<file path="src/eas_pkg.sv">
// Shared types, constants and command structures for the encoder angle and speed filter.
package eas_pkg;

	// Encoder geometry.
	localparam int COUNTS_PER_REV = 4000;
	localparam int SPAN_REVS      = 16;
	localparam int SPAN_COUNTS    = COUNTS_PER_REV * SPAN_REVS;

	// Speed scaling: position difference times rate, then times 16 * 60 in Q14.
	localparam int SEC_PER_MIN    = 60;
	localparam int SPEED_GAIN     = 16;
	localparam int SPEED_SCALE    = SPEED_GAIN * SEC_PER_MIN;
	localparam int Q_SHIFT        = 14;
	localparam int RATE_SHIFT     = 2;

	// Field widths.
	localparam int CW             = 16;
	localparam int CFG_IW         = 2;
	localparam int WITHIN_W       = $clog2(COUNTS_PER_REV);

	// Reciprocal for the count within one revolution (estimate is low by at most one).
	localparam int      REV_SHIFT = 22;
	localparam longint  REV_MUL   = (64'd1 << REV_SHIFT) / COUNTS_PER_REV;
	localparam int      REV_MW    = $clog2(REV_MUL + 1);
	localparam int      REV_PW    = CW + REV_MW;
	localparam int      REV_QW    = REV_PW - REV_SHIFT;

	// Reciprocal for the position over the whole span, numerator is count * 65536.
	localparam int      POS_SHIFT = 34;
	localparam longint  POS_MUL   = (64'd1 << POS_SHIFT) / SPAN_COUNTS;
	localparam int      POS_MW    = $clog2(POS_MUL + 1);
	localparam int      POS_PW    = CW + POS_MW;
	localparam int      POS_QW    = POS_PW - (POS_SHIFT - CW);

	// Configuration register indexes.
	typedef enum logic [CFG_IW-1:0] {
		CFG_ANGLE_FACTOR = 2'd0,
		CFG_SPEED_RATE   = 2'd1,
		CFG_FILTER_COEF  = 2'd2
	} cfg_reg_t;

	// Input word.
	typedef struct packed {
		logic          mode;
		logic [CW-1:0] enc_ticks;
	} in_word_t;

	// Result word.
	typedef struct packed {
		logic        [CW-1:0] electrical_angle;
		logic        [CW-1:0] span_position;
		logic signed [CW-1:0] filtered_speed;
	} out_word_t;

	// Commands from the controller to the datapath.
	typedef struct packed {
		logic load_in;
		logic do_div;
		logic do_fix;
		logic do_angle;
		logic do_rate;
		logic do_scale;
		logic do_f1;
		logic do_f2;
		logic load_out;
	} eas_cmd_t;

	// Status from the datapath to the controller.
	typedef struct packed {
		logic mode;
	} eas_status_t;

endpackage

</file>
<file path="src/eas_dpath.sv">
// Datapath: configuration registers, reciprocal division, shared multiplier and IIR filter.
module eas_dpath import eas_pkg::*; (
	input  logic              clk,
	input  logic              arst_n,
	input  logic              cfg_we,
	input  logic [CFG_IW-1:0] cfg_index,
	input  logic [CW-1:0]     cfg_data,
	input  in_word_t          item,
	input  eas_cmd_t          cmd,
	output eas_status_t       status,
	output out_word_t         result
);

	// Saturate a wide signed value to 16 bits.
	function automatic logic signed [CW-1:0] clamp_s16(input logic signed [47:0] x);
		logic signed [CW-1:0] r;
		if (x > 48'sd32767) begin
			r = 16'sh7fff;
		end else if (x < -48'sd32768) begin
			r = 16'sh8000;
		end else begin
			r = x[CW-1:0];
		end
		return r;
	endfunction

	logic [CW-1:0]           angle_factor_q;
	logic [CW-1:0]           speed_rate_q;
	logic [CW-1:0]           filter_coef_q;
	logic [CW-1:0]           last_q;
	logic signed [CW-1:0]    fo_q;

	logic                    mode_q;
	logic [CW-1:0]           count_q;
	logic [REV_QW-1:0]       rev_est_q;
	logic [POS_QW-1:0]       pos_est_q;
	logic [WITHIN_W-1:0]     within_q;
	logic [CW-1:0]           pos_q;
	logic [CW-1:0]           angle_q;
	logic signed [33:0]      prod_q;
	logic signed [CW-1:0]    speed_q;
	logic signed [19:0]      acc_q;

	logic [REV_PW-1:0]       rev_prod;
	logic [POS_PW-1:0]       pos_prod;
	logic [16:0]             rev_qc;
	logic [16:0]             rev_rem;
	logic [16:0]             within_fix;
	logic [47:0]             pos_num;
	logic [47:0]             pos_qs;
	logic [47:0]             pos_rem;
	logic [CW-1:0]           pos_fix;
	logic [CW-1:0]           pos_diff;
	logic signed [16:0]      coef_c;
	logic signed [16:0]      mul_a;
	logic signed [16:0]      mul_b;
	logic signed [33:0]      prod;
	logic signed [43:0]      scaled;
	logic signed [21:0]      y_sum;

	// Configuration writes and filter state.
	always_ff @(posedge clk or negedge arst_n) begin
		if (!arst_n) begin
			angle_factor_q <= 16'd65;
			speed_rate_q   <= 16'd5000;
			filter_coef_q  <= 16'd998;
			last_q         <= '0;
			fo_q           <= '0;
		end else begin
			if (cfg_we) begin
				unique case (cfg_index)
					CFG_ANGLE_FACTOR: angle_factor_q <= cfg_data;
					CFG_SPEED_RATE:   speed_rate_q   <= cfg_data;
					CFG_FILTER_COEF:  filter_coef_q  <= cfg_data;
					default: ;
				endcase
			end
			if (cmd.do_f2) begin
				fo_q   <= clamp_s16(48'(y_sum >>> 1));
				last_q <= pos_q;
			end
		end
	end

	// Quotient estimates by multiplication with the reciprocal constants.
	assign rev_prod = REV_PW'(count_q) * REV_PW'(REV_MUL);
	assign pos_prod = POS_PW'(count_q) * POS_PW'(POS_MUL);

	// One compare and subtract corrects each estimate.
	always_comb begin
		rev_qc     = 17'(rev_est_q * COUNTS_PER_REV);
		rev_rem    = 17'(count_q) - rev_qc;
		within_fix = (rev_rem >= 17'(COUNTS_PER_REV)) ? rev_rem - 17'(COUNTS_PER_REV)
		                                               : rev_rem;
		pos_num    = {16'b0, count_q, 16'b0};
		pos_qs     = 48'(pos_est_q) * 48'(SPAN_COUNTS);
		pos_rem    = pos_num - pos_qs;
		pos_fix    = (pos_rem >= 48'(SPAN_COUNTS)) ? 16'(pos_est_q + POS_QW'(1))
		                                           : 16'(pos_est_q);
	end

	// Shared signed multiplier, operands chosen by the current step.
	assign pos_diff = pos_q - last_q;
	assign coef_c   = 17'sd32768 - $signed({1'b0, filter_coef_q});

	always_comb begin
		mul_a = $signed({{(17-WITHIN_W){1'b0}}, within_q});
		mul_b = $signed({1'b0, angle_factor_q});
		priority if (cmd.do_rate) begin
			mul_a = 17'($signed(pos_diff));
			mul_b = $signed({1'b0, speed_rate_q});
		end else if (cmd.do_f1) begin
			mul_a = $signed({1'b0, filter_coef_q});
			mul_b = 17'(speed_q);
		end else if (cmd.do_f2) begin
			mul_a = coef_c;
			mul_b = 17'(fo_q);
		end else begin
			mul_a = $signed({{(17-WITHIN_W){1'b0}}, within_q});
			mul_b = $signed({1'b0, angle_factor_q});
		end
	end

	assign prod = mul_a * mul_b;

	// Rpm scaling and filter sum.
	assign scaled = 44'(prod_q >>> RATE_SHIFT) * 44'(SPEED_SCALE);
	assign y_sum  = 22'(acc_q) + 22'(prod >>> Q_SHIFT) + 22'sd1;

	// Working registers of the sequence.
	always_ff @(posedge clk) begin
		if (cmd.load_in) begin
			mode_q  <= item.mode;
			count_q <= item.enc_ticks;
		end
		if (cmd.do_div) begin
			rev_est_q <= rev_prod[REV_PW-1:REV_SHIFT];
			pos_est_q <= pos_prod[POS_PW-1:POS_SHIFT-CW];
		end
		if (cmd.do_fix) begin
			within_q <= within_fix[WITHIN_W-1:0];
			pos_q    <= pos_fix;
		end
		if (cmd.do_angle) begin
			angle_q <= prod[CW-1:0];
		end
		if (cmd.do_rate) begin
			prod_q <= prod;
		end
		if (cmd.do_scale) begin
			speed_q <= clamp_s16(48'(scaled >>> Q_SHIFT));
		end
		if (cmd.do_f1) begin
			acc_q <= 20'(prod >>> Q_SHIFT);
		end
		if (cmd.load_out) begin
			result.electrical_angle <= angle_q;
			result.span_position    <= pos_q;
			result.filtered_speed   <= fo_q;
		end
	end

	assign status.mode = mode_q;

endmodule

</file>
<file path="src/eas_ctrl.sv">
// Controller: sequences the datapath steps and runs both handshakes.
module eas_ctrl import eas_pkg::*; (
	input  logic        clk,
	input  logic        arst_n,
	input  logic        item_valid,
	output logic        item_ready,
	output logic        result_valid,
	input  logic        result_ready,
	input  eas_status_t status,
	output eas_cmd_t    cmd
);

	typedef enum logic [8:0] {
		ST_IDLE  = 9'b000000001,
		ST_DIV   = 9'b000000010,
		ST_FIX   = 9'b000000100,
		ST_ANGLE = 9'b000001000,
		ST_RATE  = 9'b000010000,
		ST_SCALE = 9'b000100000,
		ST_F1    = 9'b001000000,
		ST_F2    = 9'b010000000,
		ST_DONE  = 9'b100000000
	} state_t;

	state_t state_q;
	state_t state_d;
	logic   out_valid_q;

	// Step commands decoded from the state.
	always_comb begin
		cmd.load_in  = item_valid && (state_q == ST_IDLE);
		cmd.do_div   = (state_q == ST_DIV);
		cmd.do_fix   = (state_q == ST_FIX);
		cmd.do_angle = (state_q == ST_ANGLE);
		cmd.do_rate  = (state_q == ST_RATE);
		cmd.do_scale = (state_q == ST_SCALE);
		cmd.do_f1    = (state_q == ST_F1);
		cmd.do_f2    = (state_q == ST_F2);
		cmd.load_out = (state_q == ST_DONE) && (!out_valid_q || result_ready);
	end

	// Next state; the speed steps run only when the word asks for them.
	always_comb begin
		state_d = state_q;
		unique case (state_q)
			ST_IDLE:  if (item_valid) state_d = ST_DIV;
			ST_DIV:   state_d = ST_FIX;
			ST_FIX:   state_d = ST_ANGLE;
			ST_ANGLE: state_d = status.mode ? ST_RATE : ST_DONE;
			ST_RATE:  state_d = ST_SCALE;
			ST_SCALE: state_d = ST_F1;
			ST_F1:    state_d = ST_F2;
			ST_F2:    state_d = ST_DONE;
			ST_DONE:  if (cmd.load_out) state_d = ST_IDLE;
			default:  state_d = ST_IDLE;
		endcase
	end

	// State and output valid flag.
	always_ff @(posedge clk or negedge arst_n) begin
		if (!arst_n) begin
			state_q     <= ST_IDLE;
			out_valid_q <= 1'b0;
		end else begin
			state_q <= state_d;
			if (cmd.load_out) begin
				out_valid_q <= 1'b1;
			end else if (result_ready) begin
				out_valid_q <= 1'b0;
			end
		end
	end

	assign item_ready   = (state_q == ST_IDLE);
	assign result_valid = out_valid_q;

endmodule

</file>
<file path="src/encoder_angle_speed_filter.sv">
// Top level of the encoder angle, position and filtered speed block.
// An accepted word runs the division, correction and angle steps, then the rate, scaling and
// filter steps when its mode bit is set. A new word is taken only once the previous one is done;
// the reciprocal division, its correction and the single shared 17x17 multiplier are used in turn.
// A result waiting in the output register does not stop the next word being worked on.
// Asynchronous reset clears the sequencer, the output valid flag, the stored position
// and filter output, and loads the register defaults.
module encoder_angle_speed_filter import eas_pkg::*; (
	input  logic              clk,
	input  logic              arst_n,
	input  logic              item_valid,
	output logic              item_ready,
	input  in_word_t          item,
	output logic              result_valid,
	input  logic              result_ready,
	output out_word_t         result,
	input  logic              cfg_we,
	input  logic [CFG_IW-1:0] cfg_index,
	input  logic [CW-1:0]     cfg_data
);

	eas_cmd_t    cmd;
	eas_status_t status;

	// Sequencer.
	eas_ctrl u_ctrl (
		.clk          (clk),
		.arst_n       (arst_n),
		.item_valid   (item_valid),
		.item_ready   (item_ready),
		.result_valid (result_valid),
		.result_ready (result_ready),
		.status       (status),
		.cmd          (cmd)
	);

	// Arithmetic and state.
	eas_dpath u_dpath (
		.clk       (clk),
		.arst_n    (arst_n),
		.cfg_we    (cfg_we),
		.cfg_index (cfg_index),
		.cfg_data  (cfg_data),
		.item      (item),
		.cmd       (cmd),
		.status    (status),
		.result    (result)
	);

	// After a word is taken the block is busy for the next cycle.
	a_busy_after_accept: assert property (@(posedge clk) disable iff (!arst_n)
		item_valid && item_ready |=> !item_ready)
		else $error("word accepted while the previous one was still in progress");

	// A fresh result only follows a cycle of work, never an idle cycle.
	a_result_after_work: assert property (@(posedge clk) disable iff (!arst_n)
		$rose(result_valid) |-> $past(!item_ready))
		else $error("result raised without a word being worked on");

	// Nothing is loaded into the output register while the controller is idle.
	a_no_load_when_idle: assert property (@(posedge clk) disable iff (!arst_n)
		item_ready |-> !cmd.load_out)
		else $error("output register loaded while idle");

endmodule

</file>
<file path="config.mk">
export PLATFORM = sky130hd
export DESIGN_NAME = encoder_angle_speed_filter
export DESIGN_NICKNAME = d
export VERILOG_FILES = /design/src/eas_pkg.sv /design/src/eas_dpath.sv /design/src/eas_ctrl.sv /design/src/encoder_angle_speed_filter.sv
export SDC_FILE = /design/constraint.sdc
export NUM_CORES = 2
export LEC_CHECK = 0
export BUFFER_PORTS_ARGS = -buffer_cell sky130_fd_sc_hd__buf_2
export CORE_ASPECT_RATIO = 0.5
export CORE_MARGIN = 2
export CORE_UTILIZATION = 50
export CTS_CLUSTER_DIAMETER = 60
export CTS_CLUSTER_SIZE = 30
export DETAILED_ROUTE_END_ITERATION = 12
export GPL_TIMING_DRIVEN = 1
export HOLD_SLACK_MARGIN = 0.03
export PLACE_DENSITY = 0.78
export SLEW_MARGIN = 20
export SYNTH_ARGS = -nofsm -noshare
export SYNTH_HDL_FRONTEND = slang
export SYNTH_SLANG_ARGS = --single-unit
</file>
<file path="constraint.sdc">
create_clock -name clk -period 12 [get_ports clk]
set_input_delay 1.2 -clock clk [delete_from_list [all_inputs] [get_ports clk]]
set_output_delay 1.2 -clock clk [all_outputs]
set_load 0.005 [all_outputs]
</file>
Yosys cells after proc, flatten, opt, wreduce, memory -nomap -nowiden:

Cells that the tools add are included.

* word-level logic and storage cells: 80
* input bits: 40
* register bits after elaboration: 291

* reduce and logical (&&, ||, !) cells: 10
* multiply operators: 6
* add/sub/neg operators: 8
* $lt $le $gt $ge: 6
* equal/unequal tests: 13
* mux-type cells: 17

Operators by type and width (number)
* $mux W17: 6
* $pmux W9 S9: 1
* $mux W16: 4
* $ge A48 B16 Y1 const B: 1
* $mul A32 B5 Y37 const B: 1
* $mul A16 B19 Y35 const B: 1
* $mul A17 B17 Y34: 1
* $sub A32 B33 Y34: 1
* $gt A29 B16 Y1 const B: 1
* $lt A29 B16 Y1 const B: 1
* $mux W9: 3
* $mul A16 B8 Y24 const B: 1
* $mul A17 B7 Y24 const B: 1
* $add A21 B2 Y22 const B: 1
* $add A20 B20 Y21: 1
* $gt A21 B16 Y1 const B: 1
* $lt A21 B16 Y1 const B: 1
* $ge A17 B12 Y1 const B: 1
* $sub A16 B16 Y17 const A: 1
* $sub A16 B17 Y17: 1
* $add A16 B1 Y16 const B: 1
* $sub A16 B16 Y16: 1
* $mul A5 B7 Y12 const B: 1
* $mux W12: 1
* other kinds (20): 26

Logic depth before layout (Yosys ltp):

* depth in word-level cells: 10
* gate-level depth with buffers: 51
* gate-level depth less buffers: 50

Cells and area by module:

Synthesis repeated with hierarchy kept, for this count alone.

* cells, all modules: 3719
* area, all modules: 36871.6 µm²

By module, submodules not included
* eas_dpath: cells each 3659, instances 1, area each 36249.8 µm²
* eas_ctrl: cells each 60, instances 1, area each 621.8 µm²

Worst setup path after synthesis:

No wires, ideal clock.

* path type: register to register
* start point: register u_ctrl.state_q[6]
* end point: register u_dpath.fo_q[10]
* path slack: 0.877 ns
* required time: 11.874 ns
* arrival: 10.997 ns
* cell stages (with the launch flop): 39
* period minus slack after synthesis: 11.123 ns
* path through: dfrtp_1 > nor3_1 > nand2_1 > or3_1 > nor3b_1 > clkbuf_1 > a21oi_1 > or2_2 > fa_1 > fa_1 > inv_1 > fa_1 > fa_1 > fa_1 > inv_1 > fa_1 > inv_1 > ha_1 > (+3 left out) > or3_1 > o21ai_0 > a21oi_1 > a21o_1 > a21oi_1 > xnor2_1 > ha_1 > a21oi_1 > o21ai_0 > nand3_1 > and3_1 > o21ai_0 > xor2_1 > nor4_1 > nand2_1 > o21ai_1 > buf_2 > a21oi_1

* word-level cells in the longest chain between the ends: 10
* elaborated cells between the ends (all ways): 16
* classes of those cells: 2 x add/sub; 1 x mul; 2 x order compare; 3 x eq/ne; 8 x mux

Ends and longest elaborated chain
* start, declared: RTL line eas_ctrl.sv:25 `state_t state_q;`
* start signal, assigned: RTL line eas_ctrl.sv:65 `state_q <= state_d;`
* $eq A9 B8 Y1: RTL line eas_ctrl.sv:38 `cmd.do_f2 = (state_q == ST_F2);`
* $mux W17: RTL line eas_dpath.sv:115 `end else if (cmd.do_f2) begin`
* $mux W17: RTL line eas_dpath.sv:112 `end else if (cmd.do_f1) begin`
* $mux W17: RTL line eas_dpath.sv:109 `priority if (cmd.do_rate) begin`
* $mul A17 B17 Y34 *: RTL line eas_dpath.sv:124 `assign prod = mul_a * mul_b;`
* named net u_dpath.prod[30]: RTL line eas_dpath.sv:57 `logic signed [33:0] prod;`
* $add A20 B20 Y21 *: RTL line eas_dpath.sv:128 `assign y_sum = 22'(acc_q) + 22'(prod >>> Q_SHIFT) + 22'sd1;`
* $add A21 B2 Y22 *: RTL line eas_dpath.sv:128
* $lt A21 B16 Y1: RTL line eas_dpath.sv:19 `end else if (x < -48'sd32768) begin`
* $mux W16: RTL line eas_dpath.sv:19
* $mux W16 *: RTL line eas_dpath.sv:17 `if (x > 48'sd32767) begin`
* end signal, assigned: RTL line eas_dpath.sv:79 `fo_q <= clamp_s16(48'(y_sum >>> 1));`
* end, declared: RTL line eas_dpath.sv:31 `logic signed [CW-1:0] fo_q;`

Mark *: on every way through the listed nets, which the timed path passes. The rest lies on a longest branch.
A chain may end at the register's enable or synchronous reset.

Worst setup path in the final report:

* start point: register u_dpath.pos_q[1]
* end point: register u_dpath.fo_q[14]

* word-level cells in the longest chain between the ends: 8
* elaborated cells between the ends (all ways): 9
* classes of those cells: 3 x add/sub; 1 x mul; 2 x order compare; 3 x mux

Ends and longest elaborated chain
* start, declared: RTL line eas_dpath.sv:38 `logic [CW-1:0] pos_q;`
* start signal, assigned: RTL line eas_dpath.sv:142 `pos_q <= pos_fix;`
* $sub A16 B16 Y16 *: RTL line eas_dpath.sv:103 `assign pos_diff = pos_q - last_q;`
* $mux W17 *: RTL line eas_dpath.sv:109
* $mul A17 B17 Y34 *: RTL line eas_dpath.sv:124
* named net u_dpath.prod[30]: RTL line eas_dpath.sv:57
* $add A20 B20 Y21 *: RTL line eas_dpath.sv:128
* $add A21 B2 Y22 *: RTL line eas_dpath.sv:128
* $lt A21 B16 Y1: RTL line eas_dpath.sv:19
* $mux W16: RTL line eas_dpath.sv:19
* $mux W16 *: RTL line eas_dpath.sv:17

Marks and branches as above.

==> metrics.md <==
| Metric | Value |
|---|---|
| Post-route clock skew | 0.0289 ns |
| Commonest register cell after synthesis | sky130_fd_sc_hd__edfxtp_1 |
| Count of boundary I/O pins | 90 |
| Biggest cell delay along the critical path | 0.64 ns |
| Total Wirelength | 90000 um |
| 1st-iter DRT viols | 1934 |
| Via count of the routed design | 26500 |
| CP max stage cell | sky130_fd_sc_hd__fa_1 |
| Hold Path End | u_dpath.result[36] |
| Share of async-settable or async-resettable flops after synthesis | 31.1% |
| Final period util | 94.3% |
| Worst Max-Slew Pin Slew | 1.20 ns |
| Critical Path Source Type | register |
| Arrival time of the worst setup path | 11.77 ns |
| R2R Setup Slk | 0.68 ns |
| Setup CP Type | reg2reg |
| Largest area contributor in the synthesized netlist | sky130_fd_sc_hd__fa_1 |
| Detailed Routing Iterations Pass 1 | 7 |
| Register area | 8250 um^2 |
| Min-Delay Startpoint | u_dpath.angle_q[4] |
| Filler instances | 6245 |
| Final count of negative-setup-slack endpoints | 0 |
| Overall fraction of global-route tracks in use | 24.5% |
| Register bit total from synthesis | 289 |
| Die width | 385 um |
| Count of flip-flops with a built-in enable after synthesis | 199 |
| Required time of the critical path | 12.45 ns |
| Standard cell core area | 71500 um^2 |
| Clock transition at the registers of the reported paths | 0.10 ns |
| Multi-input gate area | 25100 um^2 |
| Top cell type's share of synthesized area | 26.6% |
| Routability Congestion | 0.982 |
| Warnings from Yosys | 0 |
| Number of max-slew violations in the final report | 0 |
| Achievable Freq | 88.4 MHz |
| Number of standard cells after synthesis | 3667 |
| Number of remaining DRC errors | 0 |
| Total of buffers placed on input and output ports | 89 |
| Number of cells on the worst hold path | 0 |
| Type of the worst min-delay path | reg2reg |
| Die height | 195 um |
| Relative area change from synthesis to final layout | 8.15% |
| Cts hold-fix bufs | 0 |
| Sink Count | 289 |
| Critical path peak fanout | 18 |
| Average wire length per cell after detail routing | 19.0 um |
| Netlist Area Pre-Place | 36400 um^2 |
| Maximum number of pins on one net before global-route repair | 77 |
| Mean cell area of the mapped netlist | 9.91 um^2 |
| End of the worst register-to-register path | u_dpath.fo_q[14] |
| Antenna violations before repair | 0 |
| Final critical-path required period | 11.32 ns |
| TritonCTS clock tree | done |
| Die Footprint | 75000 um^2 |
| First-pass GRT wire length | 145000 um |
| Floorplan row count | 69 |
| Skew-Pair Late Insertion Delay | 0.57 ns |
| Share of cells above drive strength 1 | 8.65% |
| Overflow after GRT | 0 |
| RSZ-0062 raised after global routing | false |
| Run status | complete, no violations |
| Depth of the worst register-to-register path | 46 |
| Final cell utilization of the core | 55.0% |
| Via-to-Cell Ratio | 5.58 |
| Via count of the first global-routing pass | 27400 |
| Half-perimeter wire length after detailed placement | 73900 um |
| Post-Synthesis Net Count | 4645 |
| Number of maximum-capacitance violations | 0 |
| Reg2reg start | u_dpath.pos_q[1] |
| Headroom to the max-slew limit | 18.9% |
| Count of unique library cells instantiated by Yosys | 83 |
| Count of H-tree levels built during CTS | 1 |
| Cell type with the highest occurrence count on the critical path | sky130_fd_sc_hd__fa_1 |
| Final hold vios | 0 |
| Endpoint kind of the worst setup timing path | register |
| Initial standard-cell utilization of the core | 50.9% |
| Sequential-to-total area share from yosys stat | 22.7% |
| Post-route setup TNS | 0 ns |
| Final net count | 4752 |
| Buffer type at the clock tree root | sky130_fd_sc_hd__clkbuf_16 |
| Number of nets with antenna violations after routing | 0 |
| Top area cells in the synthesized netlist | sky130_fd_sc_hd__fa_1 27%, sky130_fd_sc_hd__edfxtp_1 16%, sky130_fd_sc_hd__ha_1 16% |
| Number of clock buffers inserted by TritonCTS | 23 |
| Max clock buf depth | 3 |
## worst max-delay path, delay by kind of cell (launching register included)
kind | cells | cell delay [ns]
buf+inv | 6 | 0.83
compound gates | 20 | 3.60
flops | 1 | 0.46
fa+ha+maj | 9 | 4.33
xor+xnor | 2 | 0.42
simple gates | 9 | 1.53
## timing repair
action	CTS	global route
resized for setup	0	17
endpoints found under the setup margin	0	16
buffers inserted	0	5
## sequential cells by signal, indices dropped and copies added, names as in the netlist
register	flops
u_dpath.last_q	16
u_ctrl.state_q	9
u_ctrl.result_valid	1
u_dpath.angle_factor_q	16
u_dpath.fo_q	16
u_dpath.within_q	12
u_dpath.pos_est_q	17
u_dpath.speed_rate_q	16
u_dpath.status	1
u_dpath.acc_q	20
u_dpath.angle_q	16
u_dpath.pos_q	16
u_dpath.count_q	16
u_dpath.result	48
u_dpath.filter_coef_q	16
u_dpath.prod_q	32
u_dpath.rev_est_q	5
u_dpath.speed_q	16
## through the flow
stage               hold WS (ns)  setup slack [ns]  cell area [um^2]  std cells
floorplan                  0.400             0.877             36400       3667
finish                     0.426             0.682             39300       4749
global placement           0.405             0.430             38200       4701
CTS                        0.428            0.0629             39200       4742
global route               0.436           0.00752             39300       4748
detailed placement         0.406             0.137             38200       4701
## layout by cell type (no fill, tap or decap), types with 20 or more instances in the layout
| cell type | instances |
|---|---|
| sky130_fd_sc_hd__mux2_2 | 52 |
| sky130_fd_sc_hd__xnor2_1 | 103 |
| sky130_fd_sc_hd__nor2_1 | 306 |
| sky130_fd_sc_hd__o21a_1 | 39 |
| sky130_fd_sc_hd__nand3_1 | 53 |
| sky130_fd_sc_hd__or2_2 | 21 |
| sky130_fd_sc_hd__and3_1 | 20 |
| sky130_fd_sc_hd__nor2b_1 | 22 |
| sky130_fd_sc_hd__buf_2 | 88 |
| sky130_fd_sc_hd__nand2_1 | 206 |
| sky130_fd_sc_hd__a31oi_1 | 21 |
| sky130_fd_sc_hd__o21ai_0 | 104 |
| sky130_fd_sc_hd__fa_1 | 483 |
| sky130_fd_sc_hd__a21oi_1 | 122 |
| sky130_fd_sc_hd__buf_4 | 61 |
| sky130_fd_sc_hd__or3_1 | 26 |
| sky130_fd_sc_hd__nor3_1 | 62 |
| sky130_fd_sc_hd__ha_1 | 454 |
| sky130_fd_sc_hd__o21bai_1 | 21 |
| sky130_fd_sc_hd__dfrtp_1 | 75 |
| sky130_fd_sc_hd__xor2_1 | 63 |
| sky130_fd_sc_hd__inv_1 | 755 |
| sky130_fd_sc_hd__nand2b_1 | 51 |
| sky130_fd_sc_hd__a21o_1 | 62 |
| sky130_fd_sc_hd__clkbuf_16 | 23 |
| sky130_fd_sc_hd__edfxtp_1 | 199 |
## logic make-up (layout without fill, tap and decap cells)
group,count (synthesis),in the layout,share of synthesized area [%]
flip-flops,289,289,22.7
XOR/XNOR,166,166,4.00
other,0,1,0
adder cells (fa/ha/maj),938,938,42.3
buffers and inverters,829,952,8.61
AO/OA/AOI/OAI,527,527,9.52
AND/OR/NAND/NOR,857,857,11.1
multiplexers,61,61,1.86
## area by class of cell
type                       count  area share, %
antenna                        1        0.00636
clock buffer                  23           1.46
clock inverter                18          0.936
inverter                     758           7.25
multi-input combinational   2549           63.8
sequential                   289           21.0
tap                          958           3.05
timing repair buffer         153           2.49
## worst max path at each step
stage,from,endpoint,slack (ns),cells past startpoint
2_1_floorplan,u_ctrl.state_q[6],u_dpath.fo_q[10],0.88,38
3_3_place_gp,u_dpath.pos_q[0],u_dpath.fo_q[4],0.43,46
3_5_place_dp,u_dpath.pos_q[0],u_dpath.fo_q[1],0.14,46
4_1_cts,u_dpath.pos_q[0],u_dpath.fo_q[9],0.06,46
5_1_grt,u_dpath.pos_q[1],u_dpath.fo_q[0],0.008,47
6_report,u_dpath.pos_q[1],u_dpath.fo_q[14],0.68,46
## synthesized netlist by cell type, types with 7 or more instances
master                      instances
sky130_fd_sc_hd__inv_1            756
sky130_fd_sc_hd__fa_1             483
sky130_fd_sc_hd__ha_1             455
sky130_fd_sc_hd__nor2_1           307
sky130_fd_sc_hd__nand2_1          206
sky130_fd_sc_hd__edfxtp_1         199
sky130_fd_sc_hd__a21oi_1          124
sky130_fd_sc_hd__o21ai_0          105
sky130_fd_sc_hd__xnor2_1          103
sky130_fd_sc_hd__dfrtp_1           75
sky130_fd_sc_hd__nor3_1            64
sky130_fd_sc_hd__clkbuf_1          63
sky130_fd_sc_hd__xor2_1            63
sky130_fd_sc_hd__a21o_1            62
sky130_fd_sc_hd__nand3_1           53
sky130_fd_sc_hd__mux2_2            52
sky130_fd_sc_hd__nand2b_1          51
sky130_fd_sc_hd__o21a_1            39
sky130_fd_sc_hd__or3_1             26
sky130_fd_sc_hd__a31oi_1           23
sky130_fd_sc_hd__nor2b_1           23
sky130_fd_sc_hd__o21bai_1          21
sky130_fd_sc_hd__or2_2             21
sky130_fd_sc_hd__and3_1            20
sky130_fd_sc_hd__o21ai_1           19
sky130_fd_sc_hd__a22oi_1           16
sky130_fd_sc_hd__nand4_1           16
sky130_fd_sc_hd__dfstp_2           15
sky130_fd_sc_hd__nor3b_1           15
sky130_fd_sc_hd__and2_1            14
sky130_fd_sc_hd__a211oi_1          13
sky130_fd_sc_hd__nand3b_1          12
sky130_fd_sc_hd__o211ai_1          12
sky130_fd_sc_hd__a21boi_0           9
sky130_fd_sc_hd__mux2i_1            9
sky130_fd_sc_hd__o31ai_1            8
sky130_fd_sc_hd__a2111oi_0          7
sky130_fd_sc_hd__nor4_1             7
## layer usage
layer  wire length [um]  up-vias  global-route usage [%]  share of wire [%]
met5                  0        -                       0                  0
met4               3650        0                    8.52                4.1
met3               5290      200                    3.23                5.9
met2              43200      843                    41.1                 48
met1              37900    13300                    32.6                 42
li1                   -    12200                       -                  -
Power is left out: the tool's default activity adds up to more than one toggle a clock period on the data nets, which glitch-free logic cannot reach.
